--- src/rtl/ipwf_pkg.sv ---
// Types and constants for the IPv4 payload word filter.
// No dependencies.
package ipwf_pkg;

  localparam int OffsetW = 17;
  typedef logic [OffsetW-1:0] offset_t;

  localparam offset_t OffsetMax      = 17'h1FFFF;
  localparam offset_t EtherTypeHiOff = 17'd12;
  localparam offset_t EtherTypeLoOff = 17'd13;
  localparam offset_t IpStart        = 17'd14;
  localparam offset_t TotalLenHiOff  = 17'd16;
  localparam offset_t TotalLenLoOff  = 17'd17;
  localparam offset_t WindowBytes    = 17'd4;

  localparam logic [15:0] EtherTypeIpv4 = 16'h0800;
  localparam logic [31:0] PatternReset  = 32'h6675636B;

  typedef struct packed {
    logic [7:0] frame_byte;
    logic       last_byte;
  } in_word_t;

  typedef struct packed {
    logic drop;
    logic is_ipv4;
  } out_word_t;

  // Verdict handed from the parser to the output queue.
  typedef struct packed {
    logic      valid;
    out_word_t word;
  } push_t;

  // Output queue occupancy, used for input backpressure.
  typedef struct packed {
    logic [1:0] count;
    logic       pop;
  } q_status_t;

endpackage

--- src/rtl/ipwf_parse.sv ---
// Per-frame header capture and payload window compare.
// Depends on ipwf_pkg.
module ipwf_parse (
  input  logic               clk,
  input  logic               rst_n,
  input  logic               item_valid,
  input  ipwf_pkg::in_word_t item,
  input  logic [31:0]        pattern,
  output ipwf_pkg::push_t    push
);

  ipwf_pkg::offset_t off_r, off_nxt;
  logic [15:0] et_r, et_nxt, et_new;
  logic [5:0]  hb_r, hb_nxt, hb_new;
  logic [15:0] pl_r, pl_nxt, pl_new;
  logic [23:0] recent_r, recent_nxt;
  logic        match_r, match_nxt, match_new;
  logic [31:0] window;
  logic [17:0] first_end;
  logic [17:0] len_end;
  logic        is_v4;
  logic        hit;

  always_comb begin
    et_new = et_r;
    hb_new = hb_r;
    pl_new = pl_r;
    case (off_r)
      ipwf_pkg::EtherTypeHiOff: et_new = {item.frame_byte, 8'h00};
      ipwf_pkg::EtherTypeLoOff: et_new = {et_r[15:8], item.frame_byte};
      ipwf_pkg::IpStart:        hb_new = {item.frame_byte[3:0], 2'b00};
      ipwf_pkg::TotalLenHiOff:  pl_new = {item.frame_byte, 8'h00};
      ipwf_pkg::TotalLenLoOff:  pl_new = {pl_r[15:8], item.frame_byte};
      default: ;
    endcase

    window    = {recent_r, item.frame_byte};
    // last byte of the first payload window, and one past the IP datagram
    first_end = 18'(ipwf_pkg::IpStart) + 18'(ipwf_pkg::WindowBytes) - 18'd1 + 18'(hb_new);
    len_end   = 18'(ipwf_pkg::IpStart) + 18'(pl_new);
    is_v4     = (et_new == ipwf_pkg::EtherTypeIpv4);
    hit       = is_v4 && ({1'b0, off_r} >= first_end) && ({1'b0, off_r} < len_end)
                && (window == pattern);
    match_new = match_r | hit;

    off_nxt    = off_r;
    et_nxt     = et_r;
    hb_nxt     = hb_r;
    pl_nxt     = pl_r;
    recent_nxt = recent_r;
    match_nxt  = match_r;
    if (item_valid) begin
      if (item.last_byte) begin
        off_nxt    = '0;
        et_nxt     = '0;
        hb_nxt     = '0;
        pl_nxt     = '0;
        recent_nxt = '0;
        match_nxt  = 1'b0;
      end else begin
        off_nxt    = (off_r == ipwf_pkg::OffsetMax) ? off_r : off_r + 17'd1;
        et_nxt     = et_new;
        hb_nxt     = hb_new;
        pl_nxt     = pl_new;
        recent_nxt = window[23:0];
        match_nxt  = match_new;
      end
    end

    push.valid        = item_valid && item.last_byte;
    push.word.drop    = is_v4 && match_new;
    push.word.is_ipv4 = is_v4;
  end

  always_ff @(posedge clk) begin
    if (!rst_n) begin
      off_r    <= '0;
      et_r     <= '0;
      hb_r     <= '0;
      pl_r     <= '0;
      recent_r <= '0;
      match_r  <= 1'b0;
    end else begin
      off_r    <= off_nxt;
      et_r     <= et_nxt;
      hb_r     <= hb_nxt;
      pl_r     <= pl_nxt;
      recent_r <= recent_nxt;
      match_r  <= match_nxt;
    end
  end

endmodule

--- src/rtl/ipwf_out_queue.sv ---
// Two-entry verdict queue: output register plus skid slot.
// Depends on ipwf_pkg.
module ipwf_out_queue (
  input  logic                 clk,
  input  logic                 rst_n,
  input  ipwf_pkg::push_t      push,
  input  logic                 out_stall,
  output logic                 out_valid,
  output ipwf_pkg::out_word_t  out_payload,
  output ipwf_pkg::q_status_t  status
);

  ipwf_pkg::out_word_t q0_r, q0_nxt, q1_r, q1_nxt;
  logic [1:0] cnt_r, cnt_nxt;
  logic [1:0] slot;
  logic       pop;

  always_comb begin
    pop    = (cnt_r != 2'd0) && !out_stall;
    slot   = cnt_r - 2'(pop);
    q0_nxt = q0_r;
    q1_nxt = q1_r;
    if (pop) begin
      q0_nxt = q1_r;
    end
    if (push.valid) begin
      if (slot == 2'd0) begin
        q0_nxt = push.word;
      end else begin
        q1_nxt = push.word;
      end
    end
    cnt_nxt = cnt_r + 2'(push.valid) - 2'(pop);
  end

  always_ff @(posedge clk) begin
    if (!rst_n) begin
      cnt_r <= 2'd0;
    end else begin
      cnt_r <= cnt_nxt;
    end
  end

  always_ff @(posedge clk) begin
    q0_r <= q0_nxt;
    q1_r <= q1_nxt;
  end

  assign out_valid    = (cnt_r != 2'd0);
  assign out_payload  = q0_r;
  assign status.count = cnt_r;
  assign status.pop   = pop;

endmodule

--- src/rtl/ipv4_payload_word_filter_unit.sv ---
// IPv4 payload word filter, top level.
// Depends on ipwf_pkg, ipwf_parse and ipwf_out_queue.
//
// Takes one Ethernet frame byte per clock while in_stall is low, destination
// address first, with last_byte on the final byte, and gives one verdict word
// per frame: is_ipv4 when the EtherType is 0x0800, and drop when an IPv4 frame
// carried the 32-bit cfg pattern in a 4-byte window lying wholly inside the IP
// payload (past the IHL header, before the IP total length runs out). Frames
// whose lengths are too short for a window never match; frames shorter than
// their total length are only checked over the bytes received. The block
// accepts one byte every clock while in_stall is low. The verdict passes the
// input register, then parse and compare push it into the output queue, whose
// register drives out_valid. in_stall rises when the two-entry output queue is
// about to hold two verdicts, which needs the verdict consumer to hold
// out_stall across back-to-back frame ends.
// The pattern register is written with cfg_wr_en and should change only
// while no frame is in flight.
module ipv4_payload_word_filter_unit (
  input  logic                clk,
  input  logic                rst_n,
  input  logic                in_valid,
  output logic                in_stall,
  input  ipwf_pkg::in_word_t  in_payload,
  output logic                out_valid,
  input  logic                out_stall,
  output ipwf_pkg::out_word_t out_payload,
  input  logic                cfg_wr_en,
  input  logic [31:0]         cfg_wr_data
);

  logic                in_accept;
  logic                in_v_r;
  ipwf_pkg::in_word_t  in_r;
  logic [31:0]         pattern_r;
  ipwf_pkg::push_t     push;
  ipwf_pkg::q_status_t q_status;
  logic [2:0]          pending;

  // Words already owed to the queue: stored verdicts plus a frame end
  // sitting in the input register, less the one leaving this cycle.
  assign pending   = 3'(q_status.count) + 3'(in_v_r & in_r.last_byte) - 3'(q_status.pop);
  assign in_stall  = (pending > 3'd1);
  assign in_accept = in_valid && !in_stall;

  // input register: every accepted word is processed on the next clock
  always_ff @(posedge clk) begin
    if (!rst_n) begin
      in_v_r <= 1'b0;
    end else begin
      in_v_r <= in_accept;
    end
  end

  always_ff @(posedge clk) begin
    if (in_accept) begin
      in_r <= in_payload;
    end
  end

  // match pattern, first payload byte in the top bits
  always_ff @(posedge clk) begin
    if (!rst_n) begin
      pattern_r <= ipwf_pkg::PatternReset;
    end else if (cfg_wr_en) begin
      pattern_r <= cfg_wr_data;
    end
  end

  ipwf_parse u_parse (
    .clk        (clk),
    .rst_n      (rst_n),
    .item_valid (in_v_r),
    .item       (in_r),
    .pattern    (pattern_r),
    .push       (push)
  );

  ipwf_out_queue u_queue (
    .clk         (clk),
    .rst_n       (rst_n),
    .push        (push),
    .out_stall   (out_stall),
    .out_valid   (out_valid),
    .out_payload (out_payload),
    .status      (q_status)
  );

endmodule

--- config.mk ---
export PLATFORM = sky130hd
export DESIGN_NAME = ipv4_payload_word_filter_unit
export DESIGN_NICKNAME = d
export VERILOG_FILES = /design/src/rtl/ipwf_pkg.sv /design/src/rtl/ipwf_parse.sv /design/src/rtl/ipwf_out_queue.sv /design/src/rtl/ipv4_payload_word_filter_unit.sv
export SDC_FILE = /design/constraint.sdc
export NUM_CORES = 1
export LEC_CHECK = 0
export ABC_AREA = 1
export BUFFER_PORTS_ARGS = -buffer_cell sky130_fd_sc_hd__buf_4
export CORE_AREA = 2 2 113 115
export DETAILED_ROUTE_END_ITERATION = 10
export DIE_AREA = 0 0 115 117
export GPL_ROUTABILITY_DRIVEN = 0
export GPL_TIMING_DRIVEN = 0
export PLACE_DENSITY_LB_ADDON = 0.3
export SYNTH_ARGS = -nofsm -noshare
export SYNTH_HDL_FRONTEND = slang
export SYNTH_HIERARCHICAL = 1
export SYNTH_SLANG_ARGS = --single-unit
--- constraint.sdc ---
create_clock -name clk -period 5.3 [get_ports clk]
set_input_delay 0.53 -clock clk [delete_from_list [all_inputs] [get_ports clk]]
set_output_delay 0.53 -clock clk [all_outputs]
set_load 0.01 [all_outputs]
==> results of run 1 <==
==> worst min path at each step <==
| stage | start | cells after the start | slack, ns | endpoint |
|---|---|---|---|---|
| after detailed placement | u_parse/et_r[10] | 2 | 0.46 | u_parse/et_r[10] |
| after CTS | in_payload[0] | 1 | 0.27 | in_r[0] |
| after floorplan | pattern_r[29] | 2 | 0.43 | pattern_r[29] |
| after global placement | u_parse/hb_r[1] | 2 | 0.45 | u_parse/hb_r[1] |
| after global routing | in_payload[7] | 1 | 0.27 | in_r[7] |
| final | in_payload[0] | 1 | 0.28 | in_r[0] |
==> metrics by stage <==
step,hold WS (ns),util
floorplan,0.429,-
global route,0.266,0.679
CTS,0.273,0.679
global placement,0.449,0.629
finish,0.283,0.679
detailed placement,0.456,0.629
==> critical path: cells and delay by family (launching register included) <==
family / cells / cell delay, ns
buffers and inverters: 6 / 0.56
AOI/OAI and AO/OA: 3 / 0.63
DFF: 1 / 0.39
adders and majority gates: 3 / 0.64
and+or+nand+nor: 19 / 2.14
==> layout make-up <==
class / count / area [um2] / area share
repair buffers: 49 / 368 / 0.0440
plain buffers: 35 / 181 / 0.0217
clock buffers: 23 / 499 / 0.0597
inverters: 117 / 439 / 0.0525
multi-input cells: 765 / 3890 / 0.465
clock inverters: 8 / 126 / 0.0151
well taps: 150 / 188 / 0.0224
flip-flops and latches: 128 / 2670 / 0.320
==> cell families after synthesis <==
group                      count (synthesis)  synth area share
AOI/OAI and AO/OA                        156             0.126
xor gates and xnor gates                  23            0.0280
adders and majority gates                 33            0.0585
buffers and inverters                    152            0.0864
DFF                                      128             0.372
and+or+nand+nor                          553             0.329
==> metal layers <==
layer / up-vias / part of all wire / global-route usage
met1: 3062 / 0.44 / 0.346
met4: 2 / 0.029 / 0.116
met5: - / 0.00073 / 0
li1: 3492 / - / -
met3: 47 / 0.070 / 0.0731
met2: 213 / 0.46 / 0.449
==> power by group through the flow <==
stage,sequential [uW],combinational [uW],clock [uW]
2_1_floorplan,1060,119,0
6_report,1050,199,1230
4_1_cts,1050,198,1240
3_5_place_dp,1070,196,0
5_1_grt,1050,224,1280
3_3_place_gp,1070,193,0
==> registers in the layout, indices dropped and copies added, names as in the netlist <==
name                 cells
in_v_r                   1
in_r                     9
u_parse/recent_r        24
u_parse/match_r          1
u_queue/q1_r             2
u_parse/et_r            16
u_queue/out_payload      2
u_parse/off_r           17
u_parse/hb_r             6
u_parse/pl_r            16
pattern_r               32
u_queue/cnt_r            2
==> cell usage in the layout, fill, tap and decap left out, drive strengths merged <==
cell and n:
xor2 14, a2111oi 1, or2 3, o21ai 55, o22ai 8, a2bb2oi 1, dfxtp 117, nor2 122
xnor2 9, nor3 4, bufinv 3, inv 117, o21bai 3, nor3b 1, clkbuf 43, edfxtp 11
a21oi 84, nor4 1, ha 32, nand2 329, a211oi 2, fa 1, clkinv 5, nand3 72
buf 64, a31oi 2, nand4 20, nand3b 1
==> impl_metrics.csv, run 1 <==
group,metric,value,unit
critical_path,cp.arrival,4.80,ns
synth,synthArstFlopShare,0,
floorplan,die_height,117,um
critical_path,critical_path.max_stage_delay,0.39,ns
synth,synthTopCellsByCount,"321 x nand2_1, 117 x dfxtp_1, 113 x nor2_1, 112 x inv_1, 84 x a21oi_1",
timing,setup_viol,0,
floorplan,rows,41,
critical_path,slowest_stage,"dfxtp_1",
drt,avgViaCountPerCell,5.35,
synth,syn-num-nets,1124,
synth,ys_types,44,
power_and_ir_drop,p_sw,580,uW
critical_path,critPathLaunchType,"flip-flop",
timing,tightest_slew,0.584,ns
critical_path,crit_type,"reg2reg",
power_and_ir_drop,clockPowerShare,0.496,
power_and_ir_drop,comb_power_share,0.080,
timing,slew_headroom,0.607,
drt,drcViolationCount,0,
synth,yosys.area.top_type,"dfxtp_1",
power_and_ir_drop,power_density,296,nW/um2
critical_path,critPathLaunch,"u_parse/off_r[1]",
finish,drive_gt1_frac,0.124,
finish,fillers,1069,
outcome,status,"complete, no violations",
cts,htree_levels,4,
synth,ys_top_cells_by_area,"dfxtp_1 33%, nand2_1 17%, nor2_1 5.9%",
power_and_ir_drop,seq_power_share,0.424,
hold_path,hold_class,"in2reg",
floorplan,initial_utilization,0.583,
cts,post_cts_buffers,0,
critical_path,crit_fanout,10,
power_and_ir_drop,p_total,2470,uW
cts,clk_latency,0.42,ns
timing,fmax,226,MHz
cts,cts_hold_buf,0,
cts,cts_tree,"built",
critical_path,r2r_end,"u_queue/out_payload[1]",
synth,ys.flop_type,"dfxtp_1",
power_and_ir_drop,switching_share,0.234,
finish,final_area,8360,um2
placed_design,hpwl,13200,um
drt,drtAntennaViolNets,0,
cts,clockBufferDepth,2,
critical_path,crit_end,"u_queue/out_payload[1]",
placed_design,dp_slack,0.980,ns
critical_path,worstSetupEndpointType,"flip-flop",
global_routing,grt_pass1_wl,28800,um
synth,ys_seq_area_frac,0.372,
critical_path,r2r_slack,0.87,ns
drt,num_vias,6816,
placed_design,io_buffers,49,
floorplan,io_pins,50,
timing,layout_min_cycle_time,4.43,ns
cts,clock-sinks,128,
timing,fin_ws,0.868,ns
critical_path,path_common_cell,"nand2_1",
placed_design,placed_cells,1244,
finish,syn_to_final_growth,16.4,%
critical_path,worst_r2r_startpoint,"u_parse/off_r[1]",
critical_path,required,5.67,ns
power_and_ir_drop,internal-power,1890,uW
global_routing,overflow,0,
synth,synth_edf_count,11,
finish,final_cells,1275,
global_routing,grtUsageTotal,0.275,
drt,drtIter0Drc,484,
floorplan,core_area,12300,um2
global_routing,grt_max_degree,17,
floorplan,die_area,13500,um2
cts,numCtsBuffers,17,
power_and_ir_drop,power.leakage,0.00369,uW
synth,yosysTopAreaCellShare,0.326,
drt,wirelength,17800,um
synth,yosys_warnings,6,
drt,wl_per_cell,14.0,um
synth,synth-seq-cells,128,
cts,clk_root_buffer_cell,"clkbuf_16",
timing,hold_viol,0,
synth,synth_most_common_cell,"nand2_1",
floorplan,dieWidth,115,um
timing,tns,0,ns
flow_run,drv_cap,0,
cts,ctsResizeCount,0,
global_routing,antenna_found_initial,1,
synth,syn_inst,1045,
power_and_ir_drop,vdd_drop_max,0.275,mV
critical_path,rr_worst_depth,31,
cts,clk_pin_slew,0.06,ns
timing,grt_setup_unrepaired,"no",
finish,antennaDiodeCount,0,
synth,syn_area_per_cell,6.87,um2
timing,period_share,0.836,
global_routing,grt_pass1_vias,6113,
drt,firstDrtPassIters,5,
synth,mappedNetlistArea,7180,um2
finish,layout.nets,1192,
timing,maxSlewViolCount,0,
placed_design,post_dp_cell_area,7740,um2
timing,fin_skew,0.0109,ns
Note: power is estimated with default switching activity, not from simulation.
==> inputs of run 2 (changes only) <==
==> constraint.sdc (replaced) <==
create_clock -name clk -period 4.6 [get_ports clk]
set_input_delay 0.46 -clock clk [delete_from_list [all_inputs] [get_ports clk]]
set_output_delay 0.46 -clock clk [all_outputs]
set_load 0.01 [all_outputs]
==> run 2 against run 1 <==
First-iteration DRC count down 18%. Global-route usage is the same. Combinational power up 15%. Critical endpoint unchanged. Final area is 0.22% higher.
==> impl_metrics.csv, run 2 (synthesized netlist as in run 1, its figures left out) <==
group,metric,value,unit
critical_path,rr_worst_depth,31,
timing,fin_skew,0.0103,ns
drt,drtIter0Drc,396,
critical_path,r2r_end,"u_queue/out_payload[1]",
hold_path,hold_depth,1,
critical_path,slowest_stage,"dfxtp_1",
cts,cts_tree,"built",
drt,wirelength,17800,um
timing,tightest_slew,0.584,ns
global_routing,use_met2,0.449,
finish,syn_to_final_growth,16.7,%
hold_path,min_to,"in_r[0]",
critical_path,worstSetupEndpointType,"flip-flop",
placed_design,io_buffers,49,
timing,tns,0,ns
timing,hold_viol,0,
floorplan,initial_utilization,0.583,
floorplan,rows,41,
hold_path,hold_class,"in2reg",
finish,final_common_cell,"nand2_1",
power_and_ir_drop,power.leakage,0.00370,uW
drt,wl_per_cell,14.0,um
cts,clk_root_buffer_cell,"clkbuf_16",
timing,maxSlewViolCount,0,
timing,slew_headroom,0.607,
cts,numCtsBuffers,17,
outcome,status,"complete, no violations",
flow_run,drv_cap,0,
floorplan,dieWidth,115,um
global_routing,grt-busiest-layer,"met2",
global_routing,antenna_found_initial,1,
finish,reg_top3,"pattern_r (32), u_parse/recent_r (24), u_parse/off_r (17)",
global_routing,overflow,0,
floorplan,die_area,13500,um2
cts,clock-sinks,128,
power_and_ir_drop,power_density,340,nW/um2
finish,antennaDiodeCount,0,
critical_path,worst_r2r_startpoint,"u_parse/off_r[1]",
drt,drcViolationCount,0,
drt,num_vias,6838,
critical_path,critical_path.max_stage_delay,0.48,ns
global_routing,grt_max_degree,17,
global_routing,grt_pass1_vias,6113,
critical_path,r2r_slack,0.33,ns
critical_path,crit_type,"reg2reg",
timing,period_share,0.928,
finish,layout.nets,1193,
timing,setup_viol,0,
finish,utilization,0.681,
finish,largest_reg_flops,32,
cts,clk_pin_slew,0.06,ns
critical_path,path_common_cell,"nand2_1",
floorplan,core_area,12300,um2
cts,htree_levels,4,
finish,final_cell_mix,"321 x nand2_1, 117 x dfxtp_1, 113 x nor2_1, 112 x inv_1, 83 x a21oi_1",
timing,holdWs,0.213,ns
drt,firstDrtPassIters,6,
cts,clk_latency,0.42,ns
power_and_ir_drop,vdd_drop_max,0.318,mV
global_routing,grtUsageTotal,0.275,
cts,clockBufferDepth,2,
placed_design,dp_slack,0.280,ns
global_routing,grtUsageMet1,0.346,
floorplan,io_pins,50,
timing,layout_min_cycle_time,4.27,ns
global_routing,grt_pass1_wl,28800,um
floorplan,die_height,117,um
timing,grt_setup_unrepaired,"no",
finish,largest_register,"pattern_r",
timing,fin_ws,0.333,ns
finish,drive_gt1_frac,0.125,
critical_path,critPathLaunchType,"flip-flop",
global_routing,use_met3,0.0731,
placed_design,placed_cells,1244,
drt,avgViaCountPerCell,5.36,
placed_design,hpwl,13200,um
critical_path,crit_fanout,7,
finish,final_cells,1276,
hold_path,hp-start,"in_payload[0]",
drt,drtAntennaViolNets,0,
critical_path,required,4.97,ns
critical_path,cp.arrival,4.64,ns
timing,fmax,234,MHz
## run 2: cell types whose count changed in the layout (fill, tap and decap cells not counted), sizes merged
cell / delta
buf: +1
## run 2: critical path, delay by kind of cell (launching register included)
family,cells,cell delay (ns)
fa+ha+maj,3,0.67
flops,1,0.48
simple gates,20,2.14
compound gates,3,0.52
buf+inv,5,0.40
## run 2: stage by stage
| stage | cell area (um2) | total power [uW] |
|---|---|---|
| 6_report | 8380 | 2850 |
| 5_1_grt | 8380 | 2950 |
| 4_1_cts | 8360 | 2860 |
| 3_5_place_dp | 7740 | 1460 |
| 3_3_place_gp | 7740 | 1450 |
| 2_1_floorplan | 7180 | 1350 |
## run 2: area by class of cell
cell class | instances | area [um2]
buffer | 35 | 181
clock buffer | 23 | 499
tap | 150 | 188
sequential | 128 | 2670
inverter | 117 | 439
timing repair buffer | 50 | 375
fill | 1066 | 3930
multi-input combinational | 765 | 3900
clock inverter | 8 | 126
## run 2: layer usage
layer / routed length, um / part of all wire / vias up
met5: 13 / 0.00073 / -
met4: 508 / 0.029 / 2
met3: 1300 / 0.073 / 48
met2: 8280 / 0.46 / 230
met1: 7710 / 0.43 / 3053
li1: - / - / 3505
## run 2: where the power goes
part	internal, uW	total (uW)	switching, uW
logic	88.7	229	140
registers	1170	1210	41.8
clock network	926	1410	486
total	2180	2850	668
## run 2: worst max path at each step
stage	from	endpoint	slack [ns]	cells past startpoint
2_1_floorplan	u_parse/off_r[1]	u_queue/out_payload[1]	1.26	31
3_5_place_dp	u_parse/off_r[1]	u_queue/out_payload[1]	0.28	31
5_1_grt	u_parse/off_r[1]	u_queue/out_payload[1]	0.02	31
4_1_cts	u_parse/off_r[1]	u_queue/out_payload[1]	0.20	31
3_3_place_gp	u_parse/off_r[1]	u_queue/out_payload[1]	0.37	31
6_report	u_parse/off_r[1]	u_queue/out_payload[1]	0.33	31
## run 2: timing repair
item | in CTS | in global routing
buffers inserted | 0 | 1
endpoints found under the hold margin | 0 | 0
hold buffers | 0 | 0
endpoints found under the setup margin | 0 | 2
resized for setup | 0 | 2
